[config.mk]
export PLATFORM = sky130hd
export DESIGN_NAME = wxy_fifo
export DESIGN_NICKNAME = d
export VERILOG_FILES = /design/src/wxy_pkg.sv /design/src/wxy_ram.sv /design/src/wxy_fifo.sv
export SDC_FILE = /design/constraint.sdc
export NUM_CORES = 1
export LEC_CHECK = 0
export BUFFER_PORTS_ARGS = -buffer_cell sky130_fd_sc_hd__buf_2
export CAP_MARGIN = 20
export CORE_MARGIN = 3
export CORE_UTILIZATION = 58
export DETAILED_ROUTE_END_ITERATION = 7
export PLACE_DENSITY = 0.75
export SKIP_CTS_REPAIR_TIMING = 1
export SLEW_MARGIN = 20
export SYNTH_ARGS = -nofsm -noshare
export SYNTH_HDL_FRONTEND = slang
export SYNTH_HIERARCHICAL = 1
export SYNTH_SLANG_ARGS = --single-unit
[constraint.sdc]
create_clock -name clk -period 4.55 [get_ports clk]
set_input_delay 0.91 -clock clk [delete_from_list [all_inputs] [get_ports clk]]
set_output_delay 0.91 -clock clk [all_outputs]
set_load 0.05 [all_outputs]
[src/wxy_pkg.sv]
// ----------------------------------------------------------------------------
// wxy_pkg
// types, constants and the xy route function of the mesh router
// ----------------------------------------------------------------------------
package wxy_pkg;

    localparam int NUM_PORTS = 6;
    localparam int PORT_W    = 3;
    localparam int FLIT_W    = 34;
    localparam int ID_W      = 4;
    localparam int MESH_COLS = 4;
    localparam int COL_W     = $clog2(MESH_COLS);

    // flit field positions
    localparam int FKIND_LSB = 32;
    localparam int DEST_LSB  = 28;
    localparam int TYPE_LSB  = 24;

    localparam logic [1:0]      FKIND_HEAD        = 2'd0;
    localparam logic [1:0]      FKIND_TAIL        = 2'd2;
    localparam logic [ID_W-1:0] PTYPE_NODE_RESULT = 4'd4;

    typedef enum logic
    {
        KIND_ARRIVAL = 1'b0,
        KIND_TICK    = 1'b1
    } item_kind_t;

    typedef enum logic [PORT_W-1:0]
    {
        PORT_LOCAL = 3'd0,
        PORT_NORTH = 3'd1,
        PORT_EAST  = 3'd2,
        PORT_SOUTH = 3'd3,
        PORT_WEST  = 3'd4,
        PORT_CTRL  = 3'd5
    } port_t;

    typedef struct packed
    {
        logic empty;
        logic full;
    } fifo_status_t;

    typedef struct packed
    {
        logic              sent;
        logic [PORT_W-1:0] port;
        logic [FLIT_W-1:0] flit;
    } fwd_t;

    function automatic port_t route_head(input logic [ID_W-1:0] id,
                                         input logic [FLIT_W-1:0] flit);
        logic [ID_W-1:0]       dest;
        logic [ID_W-1:0]       ptype;
        logic [COL_W-1:0]      cx;
        logic [COL_W-1:0]      dx;
        logic [ID_W-COL_W-1:0] cy;
        logic [ID_W-COL_W-1:0] dy;
        port_t                 r;
        dest  = flit[DEST_LSB +: ID_W];
        ptype = flit[TYPE_LSB +: ID_W];
        cx    = id[COL_W-1:0];
        cy    = id[ID_W-1:COL_W];
        dx    = dest[COL_W-1:0];
        dy    = dest[ID_W-1:COL_W];
        if (id == '0 && dest == '0 && ptype == PTYPE_NODE_RESULT)
            r = PORT_CTRL;
        else if (dest == id)
            r = PORT_LOCAL;
        else if (dx > cx)
            r = PORT_EAST;
        else if (dx < cx)
            r = PORT_WEST;
        else if (dy > cy)
            r = PORT_SOUTH;
        else if (dy < cy)
            r = PORT_NORTH;
        else
            r = PORT_LOCAL;
        return r;
    endfunction

endpackage

[src/wxy_ram.sv]
// ----------------------------------------------------------------------------
// wxy_ram
// simple dual-port ram, one write and one registered read per cycle
// ----------------------------------------------------------------------------
module wxy_ram #(
    parameter int WIDTH = 34,
    parameter int DEPTH = 16
) (
    input  logic                     clk,
    input  logic                     we,
    input  logic [$clog2(DEPTH)-1:0] waddr,
    input  logic [WIDTH-1:0]         wdata,
    input  logic [$clog2(DEPTH)-1:0] raddr,
    output logic [WIDTH-1:0]         rdata
);

    logic [WIDTH-1:0] mem [DEPTH];

    always_ff @(posedge clk)
    begin
        if (we)
            mem[waddr] <= wdata;
        rdata <= mem[raddr];
    end

endmodule

[src/wxy_fifo.sv]
// ----------------------------------------------------------------------------
// wxy_fifo
// per-port flit fifo with show-ahead front built on a registered-read ram
// ----------------------------------------------------------------------------
module wxy_fifo #(
    parameter int DEPTH = 16
) (
    input  logic                      clk,
    input  logic                      rst_n,
    input  logic                      push,
    input  logic [wxy_pkg::FLIT_W-1:0] push_data,
    input  logic                      pop,
    output logic [wxy_pkg::FLIT_W-1:0] front,
    output wxy_pkg::fifo_status_t     status
);
    import wxy_pkg::*;

    localparam int PTR_W = $clog2(DEPTH);
    localparam int CNT_W = $clog2(DEPTH + 1);

    logic [PTR_W-1:0]  rd_ptr_reg, rd_ptr_next;
    logic [PTR_W-1:0]  wr_ptr_reg, wr_ptr_next;
    logic [CNT_W-1:0]  count_reg, count_next;
    logic              byp_reg, byp_next;
    logic [FLIT_W-1:0] byp_data_reg;
    logic [FLIT_W-1:0] ram_rdata;

    always_comb
    begin
        rd_ptr_next = rd_ptr_reg;
        wr_ptr_next = wr_ptr_reg;
        count_next  = count_reg;
        if (pop)
        begin
            rd_ptr_next = (rd_ptr_reg == PTR_W'(DEPTH - 1)) ? '0 : rd_ptr_reg + 1'b1;
            count_next  = count_next - 1'b1;
        end
        if (push)
        begin
            wr_ptr_next = (wr_ptr_reg == PTR_W'(DEPTH - 1)) ? '0 : wr_ptr_reg + 1'b1;
            count_next  = count_next + 1'b1;
        end
        // ram read of the same entry being written returns stale data
        byp_next = push && (wr_ptr_reg == rd_ptr_next);
    end

    always_ff @(posedge clk or negedge rst_n)
    begin
        if (!rst_n)
        begin
            rd_ptr_reg <= '0;
            wr_ptr_reg <= '0;
            count_reg  <= '0;
            byp_reg    <= 1'b0;
        end
        else
        begin
            rd_ptr_reg <= rd_ptr_next;
            wr_ptr_reg <= wr_ptr_next;
            count_reg  <= count_next;
            byp_reg    <= byp_next;
        end
    end

    always_ff @(posedge clk)
    begin
        if (byp_next)
            byp_data_reg <= push_data;
    end

    wxy_ram #(
        .WIDTH (FLIT_W),
        .DEPTH (DEPTH)
    ) u_ram (
        .clk   (clk),
        .we    (push),
        .waddr (wr_ptr_reg),
        .wdata (push_data),
        .raddr (rd_ptr_next),
        .rdata (ram_rdata)
    );

    assign front        = byp_reg ? byp_data_reg : ram_rdata;
    assign status.empty = (count_reg == '0);
    assign status.full  = (count_reg == CNT_W'(DEPTH));

endmodule

==> summary.txt <==
Critical path
  • Critical Path End Type: output pin
  • Buf/Inv on CP: 1
  • CP Depth: 2
  • Worst Path Max Fanout: 34
  • CP Class: flip-flop to output pin
  • Reg2reg setup slack: 1.61 ns
  • CP Launch Point: byp_reg
  • R2R cell count: 7
  • Critical-path top delay cell: dfrtp_2
  • Delay-heaviest family, CP: flip-flops
  • Crit path largest cell delay: roughly 1.1 ns
  • Startpoint Class: flip-flop
  • Data required, critical path: 3.64 ns
  • Worst r2r dst: u_ram/rdata[18]
  • FF-to-FF Start: rd_ptr_reg[0]
  • Critical Path AT: approximately 2.4 ns
  • Critical Path End: front[1]
  • CP cell instances: mux2_2, buf_2

Global routing
  • Vias in the first global route: between 10k and 15k
  • GR Layer Usage met1: 34.7%
  • Total GRT Usage: a little under a quarter
  • Total gr overflow: 0
  • GR peak layer: met2
  • Met2 usage: a little under two fifths
  • Initial antenna violation count: 1
  • Met3 Usage GRT: between 4 and 5%
  • Largest net degree at the start of global routing: just over 90
  • First-pass GRT wire length: between 70000 and 80000 um

Cells and area
  • Final net count: between 1k and 1.5k
  • Fraction of layout cells with a size suffix above 1: between 30% and 40%
  • Area Overhead vs Synth: 13.7%
  • # diodes: 0
  • Max reg flops: 544
  • Final Non-Filler Cells: approximately 1.7k

Synth
  • Top cell type's share of synthesized area: around three quarters
  • Syn Inst Count: around 1.0k
  • Post-synth EDFFs: approximately 580
  • Post-synth top cells: edfxtp_1 (578), mux4_2 (136), a22oi_1 (68)
  • Largest cells by area after synthesis: edfxtp_1 (74%), mux4_2 (13%), dfxtp_1 (2.9%)
  • Post-synth top flop: edfxtp_1
  • Count leader, synth: edfxtp_1
  • Syn nets: 1077
  • Number of distinct library cells after synthesis: 39
  • Top cell type by total area after synthesis: edfxtp_1
  • Post-synthesis sequential area ratio: between 70 and 80%
  • Yosys warns: 6
  • Share of flip-flops with an asynchronous set or reset: 2.24%
  • Syn_area_per_cell: around 23 um^2
  • Cell area after synthesis: between 0.02 and 0.025 mm^2
  • Register bit total from synthesis: about 630

Outcome
  • Outcome: finished, final reports clean

Place
  • Buffers on Ports: 73
  • Final HPWL DP: approximately 25000 um
  • DP Cell Count: 1610
  • Routability cong.: 0.731

Clock network
  • Clock slew at reported path FFs: roughly 0.060 ns
  • Clock buffer depth: 3
  • H-tree levels: 2
  • Root Buffer: clkbuf_16
  • Cts bufs inserted: 58
  • CTS tree: yes
  • Worst-skew pair later-pin latency: approximately 0.61 ns
  • CTS sink count: ~630

Timing
  • Least-Margin Pin Slew: ~1.1 ns
  • RSZ-0062 raised after global routing: no
  • Final-report max-slew violation count: 0
  • Max frequency: about 0.3 GHz
  • Hold_ws: ~0.21 ns
  • TNS Setup: 0 ns
  • Final setup vio count: 0
  • Fin. Hold Viols: 0
  • Rel. slew slack: just under 30%
  • Final period util: between 70% and 80%
  • Min cycle time layout: 3.28 ns
  • Worst clock skew: around 0.017 ns

Route
  • Drt initial violations: around 1.2k
  • DR vias: 11.0k
  • Final WL: a little under 50000 um
  • DRC violations left: 0
  • DR vias/cell: roughly 6.4
  • Avg WL per Cell: 27.9 um
  • Antenna Nets Post-Route: 0
  • Drt pass-1 iters: 5

Floorplan
  • Site Rows: 72
  • # IOs: 74
  • Die Span Y: ~210 um
  • Core Area: around 0.039 mm^2
  • Width of the die: between 200 and 250 um
  • Starting Density: roughly three fifths
  • Die Footprint: ~0.043 mm^2

Power and ir drop
  • Static leakage: 8.64 nW
  • Maximum vdd ir drop: ~570 uV
  • Cell Pwr Density: between 600 and 700 mW/mm^2

Job
  • Max_cap viols: 0

Min path
  • Hold Crit Class: input pin to async pin
## power by group
part           leakage [nW]  total [W]  switching (W)  internal [W]
Clock                 0.945    0.00482        0.00202       0.00280
Sequential             5.68    0.00740       0.000312       0.00709
Combinational          2.02    0.00591        0.00350       0.00241
## per-layer routing
metal / vias to the layer above / wire length, um
met3: 78 / 4120
li1: 4571 / -
met1: 5820 / 19200
met4: 0 / 927
met2: 553 / 23800
met5: - / 0
## worst min path at each step
stage,from,to,slack (ns),cells past startpoint
finish,rst_n,wr_ptr_reg[0],0.21,1
detailed placement,count_reg[4],count_reg[4],0.49,1
global placement,count_reg[4],count_reg[4],0.48,1
floorplan,count_reg[4],count_reg[4],0.46,1
CTS,rst_n,wr_ptr_reg[0],0.21,1
global route,rst_n,rd_ptr_reg[1],0.22,1
## metrics by stage
step | total power (W) | util [%] | worst slack, ns | cell area (um^2)
finish | 0.0181 | 67.6 | 1.27 | 26500
global route | 0.0189 | 67.6 | 1.18 | 26500
CTS | 0.0183 | 67.6 | 1.20 | 26500
detailed placement | 0.0134 | 62.7 | 1.23 | 24600
global placement | 0.0133 | 62.7 | 1.23 | 24600
floorplan | 0.0118 | - | 0.198 | 23300
## cell type report
type	instances	area, um^2
Multi-Input combinational cell	355	4830
Clock buffer	79	1630
Tap cell	518	648
Inverter	2	7.51
Timing Repair Buffer	109	686
Fill cell	2379	12700
Sequential cell	626	18400
Clock inverter	31	295
## logic make-up (layout without fill, tap and decap cells)
kind of cell / Yosys count / count (layout) / synth area share, %
flip-flops: 626 / 626 / 78.9
multiplexers: 176 / 176 / 15.1
AND/OR/NAND/NOR: 83 / 83 / 1.67
AO/OA/AOI/OAI: 80 / 80 / 2.54
buffers and inverters: 53 / 221 / 1.13
XOR/XNOR: 11 / 11 / 0.413
adder cells (fa/ha/maj): 5 / 5 / 0.268
## placed cells by master (no fill, tap or decap), drive strengths merged, types with 2 or more instances in the layout
cell | netlist | layout
or3b | 2 | 2
bufinv | 0 | 5
buf | 26 | 109
nand3 | 3 | 3
nand2 | 42 | 42
xnor2 | 6 | 6
mux2 | 39 | 39
o21ai | 3 | 3
a31oi | 2 | 2
clkinvlp | 0 | 3
xor2 | 5 | 5
ha | 5 | 5
edfxtp | 578 | 578
clkbuf | 25 | 79
nand2b | 2 | 2
nor2 | 16 | 16
nor3 | 5 | 5
inv | 2 | 4
nor4b | 2 | 2
nor2b | 2 | 2
dfxtp | 34 | 34
dfrtp | 14 | 14
mux4 | 136 | 136
nand3b | 2 | 2
clkinv | 0 | 21
a21oi | 3 | 3
a22oi | 68 | 68
No activity file was read; power rests on OpenSTA's default activity.
