<file path="src/wxy_pkg.sv">
// ----------------------------------------------------------------------------
// wxy_pkg
// types, constants and the xy route function of the mesh router
// ----------------------------------------------------------------------------
package wxy_pkg;

    localparam int NUM_PORTS = 6;
    localparam int PORT_W    = 3;
    localparam int FLIT_W    = 34;
    localparam int ID_W      = 4;
    localparam int MESH_COLS = 4;
    localparam int COL_W     = $clog2(MESH_COLS);

    // flit field positions
    localparam int FKIND_LSB = 32;
    localparam int DEST_LSB  = 28;
    localparam int TYPE_LSB  = 24;

    localparam logic [1:0]      FKIND_HEAD        = 2'd0;
    localparam logic [1:0]      FKIND_TAIL        = 2'd2;
    localparam logic [ID_W-1:0] PTYPE_NODE_RESULT = 4'd4;

    typedef enum logic
    {
        KIND_ARRIVAL = 1'b0,
        KIND_TICK    = 1'b1
    } item_kind_t;

    typedef enum logic [PORT_W-1:0]
    {
        PORT_LOCAL = 3'd0,
        PORT_NORTH = 3'd1,
        PORT_EAST  = 3'd2,
        PORT_SOUTH = 3'd3,
        PORT_WEST  = 3'd4,
        PORT_CTRL  = 3'd5
    } port_t;

    typedef struct packed
    {
        logic empty;
        logic full;
    } fifo_status_t;

    typedef struct packed
    {
        logic              sent;
        logic [PORT_W-1:0] port;
        logic [FLIT_W-1:0] flit;
    } fwd_t;

    function automatic port_t route_head(input logic [ID_W-1:0] id,
                                         input logic [FLIT_W-1:0] flit);
        logic [ID_W-1:0]       dest;
        logic [ID_W-1:0]       ptype;
        logic [COL_W-1:0]      cx;
        logic [COL_W-1:0]      dx;
        logic [ID_W-COL_W-1:0] cy;
        logic [ID_W-COL_W-1:0] dy;
        port_t                 r;
        dest  = flit[DEST_LSB +: ID_W];
        ptype = flit[TYPE_LSB +: ID_W];
        cx    = id[COL_W-1:0];
        cy    = id[ID_W-1:COL_W];
        dx    = dest[COL_W-1:0];
        dy    = dest[ID_W-1:COL_W];
        if (id == '0 && dest == '0 && ptype == PTYPE_NODE_RESULT)
            r = PORT_CTRL;
        else if (dest == id)
            r = PORT_LOCAL;
        else if (dx > cx)
            r = PORT_EAST;
        else if (dx < cx)
            r = PORT_WEST;
        else if (dy > cy)
            r = PORT_SOUTH;
        else if (dy < cy)
            r = PORT_NORTH;
        else
            r = PORT_LOCAL;
        return r;
    endfunction

endpackage

</file>
<file path="src/wxy_switch.sv">
// ----------------------------------------------------------------------------
// wxy_switch
// output locks, locked-first scan and head-flit xy allocation
// ----------------------------------------------------------------------------
module wxy_switch (
    input  logic                      clk,
    input  logic                      rst_n,
    input  logic                      tick,
    input  logic [wxy_pkg::ID_W-1:0]  router_id,
    input  logic [wxy_pkg::FLIT_W-1:0] front [wxy_pkg::NUM_PORTS],
    input  logic [wxy_pkg::NUM_PORTS-1:0] nonempty,
    output logic [wxy_pkg::NUM_PORTS-1:0] pop,
    output wxy_pkg::fwd_t             fwd
);
    import wxy_pkg::*;

    logic [NUM_PORTS-1:0] locked_reg, locked_next;
    logic [PORT_W-1:0]    owner_reg [NUM_PORTS];
    logic [PORT_W-1:0]    owner_next [NUM_PORTS];
    logic [NUM_PORTS-1:0] lock_cand;
    logic [NUM_PORTS-1:0] head_cand;
    port_t                route [NUM_PORTS];
    logic [PORT_W-1:0]    lock_sel;
    logic [PORT_W-1:0]    head_sel;
    logic [PORT_W-1:0]    src;

    always_comb
    begin
        for (int p = 0; p < NUM_PORTS; p++)
        begin
            route[p]     = route_head(router_id, front[p]);
            head_cand[p] = nonempty[p] && (front[p][FKIND_LSB +: 2] == FKIND_HEAD)
                           && !locked_reg[route[p]];
            lock_cand[p] = locked_reg[p] && nonempty[owner_reg[p]];
        end
    end

    // priority pick, lowest port wins
    always_comb
    begin
        lock_sel = '0;
        head_sel = '0;
        for (int i = NUM_PORTS - 1; i >= 0; i--)
        begin
            if (lock_cand[i])
                lock_sel = PORT_W'(i);
            if (head_cand[i])
                head_sel = PORT_W'(i);
        end
    end

    assign src = owner_reg[lock_sel];

    always_comb
    begin
        locked_next = locked_reg;
        owner_next  = owner_reg;
        pop         = '0;
        fwd         = '0;
        if (tick)
        begin
            if (|lock_cand)
            begin
                pop[src]  = 1'b1;
                fwd.sent  = 1'b1;
                fwd.port  = lock_sel;
                fwd.flit  = front[src];
                // tail closes the wormhole
                if (front[src][FKIND_LSB +: 2] == FKIND_TAIL)
                begin
                    locked_next[lock_sel] = 1'b0;
                    owner_next[lock_sel]  = '0;
                end
            end
            else if (|head_cand)
            begin
                locked_next[route[head_sel]] = 1'b1;
                owner_next[route[head_sel]]  = head_sel;
                pop[head_sel] = 1'b1;
                fwd.sent      = 1'b1;
                fwd.port      = route[head_sel];
                fwd.flit      = front[head_sel];
            end
        end
    end

    always_ff @(posedge clk or negedge rst_n)
    begin
        if (!rst_n)
        begin
            locked_reg <= '0;
            for (int o = 0; o < NUM_PORTS; o++)
                owner_reg[o] <= '0;
        end
        else
        begin
            locked_reg <= locked_next;
            owner_reg  <= owner_next;
        end
    end

endmodule

</file>
<file path="config.mk">
export PLATFORM = sky130hd
export DESIGN_NAME = wxy_switch
export DESIGN_NICKNAME = d
export VERILOG_FILES = /design/src/wxy_pkg.sv /design/src/wxy_switch.sv
export SDC_FILE = /design/constraint.sdc
export NUM_CORES = 1
export LEC_CHECK = 0
export CELL_PAD_IN_SITES_DETAIL_PLACEMENT = 0
export CELL_PAD_IN_SITES_GLOBAL_PLACEMENT = 2
export CORE_MARGIN = 2
export CORE_UTILIZATION = 35
export CTS_CLUSTER_SIZE = 8
export DETAILED_ROUTE_END_ITERATION = 6
export DONT_BUFFER_PORTS = 1
export PLACE_DENSITY_LB_ADDON = 0.1
export SYNTH_ARGS = -nofsm -noshare
export SYNTH_HDL_FRONTEND = slang
export SYNTH_SLANG_ARGS = --single-unit
</file>
<file path="constraint.sdc">
create_clock -name clk -period 4.6 [get_ports clk]
set_input_delay 0.46 -clock clk [delete_from_list [all_inputs] [get_ports clk]]
set_output_delay 0.46 -clock clk [all_outputs]
set_load 0.02 [all_outputs]
</file>
==> PnR_summary.wiki <==
{| class="wikitable"
! Metric !! Value
|-
| Result of the run || finished, final reports clean
|-
| Leading post-synthesis cells by cell area || mux2i_1 10%, dfrtp_1 8.1%, nand2_1 7.7%
|-
| Pin count of the biggest net entering global routing || 48
|-
| Arrival time worst endpoint || 4.03 ns
|-
| Sequential cell fraction of total power || 4.9%
|-
| Total number of nets in the final design || 1382
|-
| WL per Instance || 25.2 um
|-
| CTS sink cnt || 24
|-
| Global-route wire length before repair || 53600 um
|-
| Antenna violations before repair || 0
|-
| Min-delay worst type || in -> async
|-
| Internal power summed over all cells || 3.48 mW
|-
| DP HPWL || 26600 um
|-
| Die footprint || 22200 um^2
|-
| Critical path start-end classification || reg -> out
|-
| Leading area contributor after synthesis || mux2i_1
|-
| CTS clk-pin slew, worst paths || 0.07 ns
|-
| Width of the chip || 149 um
|-
| Count of endpoints failing setup in the final report || 0
|-
| Core occupancy in the finished layout || 41.1%
|-
| Count of standard-cell rows || 53
|-
| Drc violations || 0
|-
| Residual overflow from global routing || 0
|-
| Global-route met1 utilization || 42.5%
|-
| Crit path capture type || output port
|-
| Clock network power share || 2.5%
|-
| Post-synthesis average cell area || 6.59 um^2
|-
| Total via count after detailed routing || 9192
|-
| Share of post-route cells with drive strength above 1 || 15.7%
|-
| Crit share post-route || 97.6%
|-
| Measured slew at the worst slew-check pin || 0.848 ns
|-
| Switching power as a share of total power || 59.2%
|-
| Post-synth top area share || 10.5%
|-
| Final weighted congestion in routability-driven placement || 0.911
|-
| Via count of the first global-routing pass || 8928
|-
| Min setup slack post-route || 0.111 ns
|-
| Post-route cell area || 8560 um^2
|-
| Ys async rst share || 100%
|-
| Max Fclk || 0.223 GHz
|-
| WL final || 35700 um
|-
| Drt first pass iters || 7
|-
| Dominant cell by count in the synthesized netlist || nand2_1
|-
| Count of cell types in the netlist || 95
|-
| Sw power || 5.05 mW
|-
| Die height || 149 um
|-
| Top cells by count, synth || 152 x nand2_1, 99 x o21ai_0, 95 x nor2_1
|-
| Max Cap Viol || 0
|-
| Number of flip-flops and latches in the synthesized netlist || 24
|-
| Diodes inserted || 0
|-
| Fraction of met2 tracks used by global routing || 49.2%
|-
| Number of buffers inserted during clock tree synthesis || 3
|-
| Total placed instance area || 8230 um^2
|-
| Routed via count divided by cell count || 6.50
|-
| Pre-CTS setup slack || -0.144 ns
|-
| EDFF count, synth || 0
|-
| Startpoint kind of the worst setup timing path || flop
|-
| Total leakage power || 3.37 nW
|-
| Max-slew violation count || 0
|-
| RSZ-0062 raised after global routing || yes
|-
| Number of instances in the synthesized netlist || 1119
|-
| Highest-utilization routing layer at the global route stage || met2
|-
| Synth Warn # || 0
|-
| Total I/O pin count || 261
|-
| Max FFs per register || 18
|-
| Final antenna-violating net count || 0
|-
| GRT met3 Usage || 5.81%
|-
| Worst-path maximum fanout || 47
|-
| Clock period minus final worst setup slack || 4.49 ns
|-
| Count of final hold-check violations || 0
|-
| Count of routing violations after the opening detailed-route iteration || 709
|-
| Req. time, crit path || 4.14 ns
|-
| Htree depth || 1
|-
| Post-synthesis cell area || 7370 um^2
|-
| Synth-to-layout area growth || 16.1%
|-
| CTS tree || built
|-
| Fin Setup TNS || 0 ns
|-
| Peak ir drop on the vdd network || 0.000783 V
|-
| Overall routing resource usage || 30.6%
|-
| Root buf cell || clkbuf_16
|-
| Maximum number of buffers from clock root to sink || 2
|-
| Fraction of power consumed by combinational cells || 92.6%
|-
| I/O Buffers || 0
|-
| Placeable core region || 20800 um^2
|-
| Primary FF master, synth || dfrtp_1
|-
| Cell Pwr Density || 997 nW/um^2
|-
| Seq/Total Area, Yosys || 8.15%
|-
| Clock latency on the worst-skew pair || 0.26 ns
|-
| Final Skew || 0.00193 ns
|-
| Register-to-register path setup slack || 0.46 ns
|-
| Net count of the mapped netlist || 1360
|-
| Worst slew margin relative to its limit || 43.1%
|-
| Effective utilization at floorplan || 35.4%
|}
-- logic make-up (layout without fill, tap and decap cells) --
kind of cell	after synthesis	count (layout)	share of synthesized area, %
AOI/OAI and AO/OA	412	412	39.0
DFF	24	24	8.15
adders and majority gates	24	24	4.07
buffers and inverters	127	148	7.03
muxes	88	88	12.3
and+or+nand+nor	444	444	29.4
-- final timing paths --
| kind | from | endpoint | cells past startpoint |
|---|---|---|---|
| max | owner_reg[15] | fwd[22] | 14 |
| min | rst_n | owner_reg[4] | 1 |
| max reg2reg | owner_reg[15] | owner_reg[7] | 13 |
| max in group asynchronous | rst_n | owner_reg[6] | 1 |
| min in group clk | owner_reg[14] | owner_reg[14] | 2 |
| min reg2reg | owner_reg[14] | owner_reg[14] | 2 |
-- cell type report --
class / instances / area (um^2)
sequential: 24 / 602
multi-input combinational: 968 / 6430
fill: 2240 / 12300
clock buffer: 4 / 88.8
inverter: 37 / 143
timing repair buffer: 107 / 956
tap: 275 / 344
-- critical path, stage by stage (launching register included) --
cell and delay (ns):
dfrtp_1 0.50, mux2_2 0.38, a2bb2oi_2 0.25, o31a_2 0.37, a41oi_1 0.18, mux2_2 0.35, o21ai_4 0.15, buf_12 0.28
nand2_1 0.11, a311oi_2 0.32, a21oi_1 0.10, o21ai_0 0.19, o21ai_0 0.11, nor2_1 0.24, buf_4 0.20
-- cells in the final DEF, fill, tap and decap left out, types with 6 or more instances in the layout --
master	n
buf_12	11
or3_1	8
o22ai_1	48
inv_1	35
nor2_1	93
buf_4	92
a31oi_1	11
nor4b_1	8
mux2_2	6
nor4_1	10
nand3b_1	6
nand3_1	26
ha_1	24
a21oi_1	74
nor2b_1	13
o221ai_1	19
a211o_1	19
mux2i_1	77
o21a_1	7
nand2_1	150
nor3_1	52
a311oi_1	17
nand4_1	8
o31ai_1	7
a211oi_1	15
and3_1	9
nand2b_1	18
a22o_1	7
o211ai_1	6
dfrtp_1	23
o21ai_0	98
o21ai_1	6
nor3b_1	7
-- layer usage --
metal,vias up,part of all wire [%]
met5,-,0
met4,0,2.8
met3,69,8.5
met2,433,45
met1,4383,43
li1,4307,-
-- metrics by stage --
step	hold WS (ns)	power, mW	cells
after floorplan	0.164	5.40	1119
after global placement	0.166	7.96	1400
after detailed placement	0.166	7.94	1400
after CTS	0.0157	8.22	1406
after global routing	0.0149	9.23	1415
final	0.00945	8.53	1415
-- repair_timing --
item / in CTS / in global routing
gates resized for setup: 3 / 32
endpoints found under the hold margin: 24 / 0
endpoints found under the setup margin: 3 / 41
pin swaps: 2 / 8
setup buffers: 1 / 9
hold buffers: 1 / 0
-- power groups by stage --
stage | registers [mW] | clock network (mW) | logic (mW)
global route | 0.425 | 0.224 | 8.58
CTS | 0.408 | 0.216 | 7.59
global placement | 0.411 | 0 | 7.54
detailed placement | 0.411 | 0 | 7.53
finish | 0.416 | 0.216 | 7.90
floorplan | 0.337 | 0 | 5.06
Note: power is estimated with default switching activity, not from simulation.
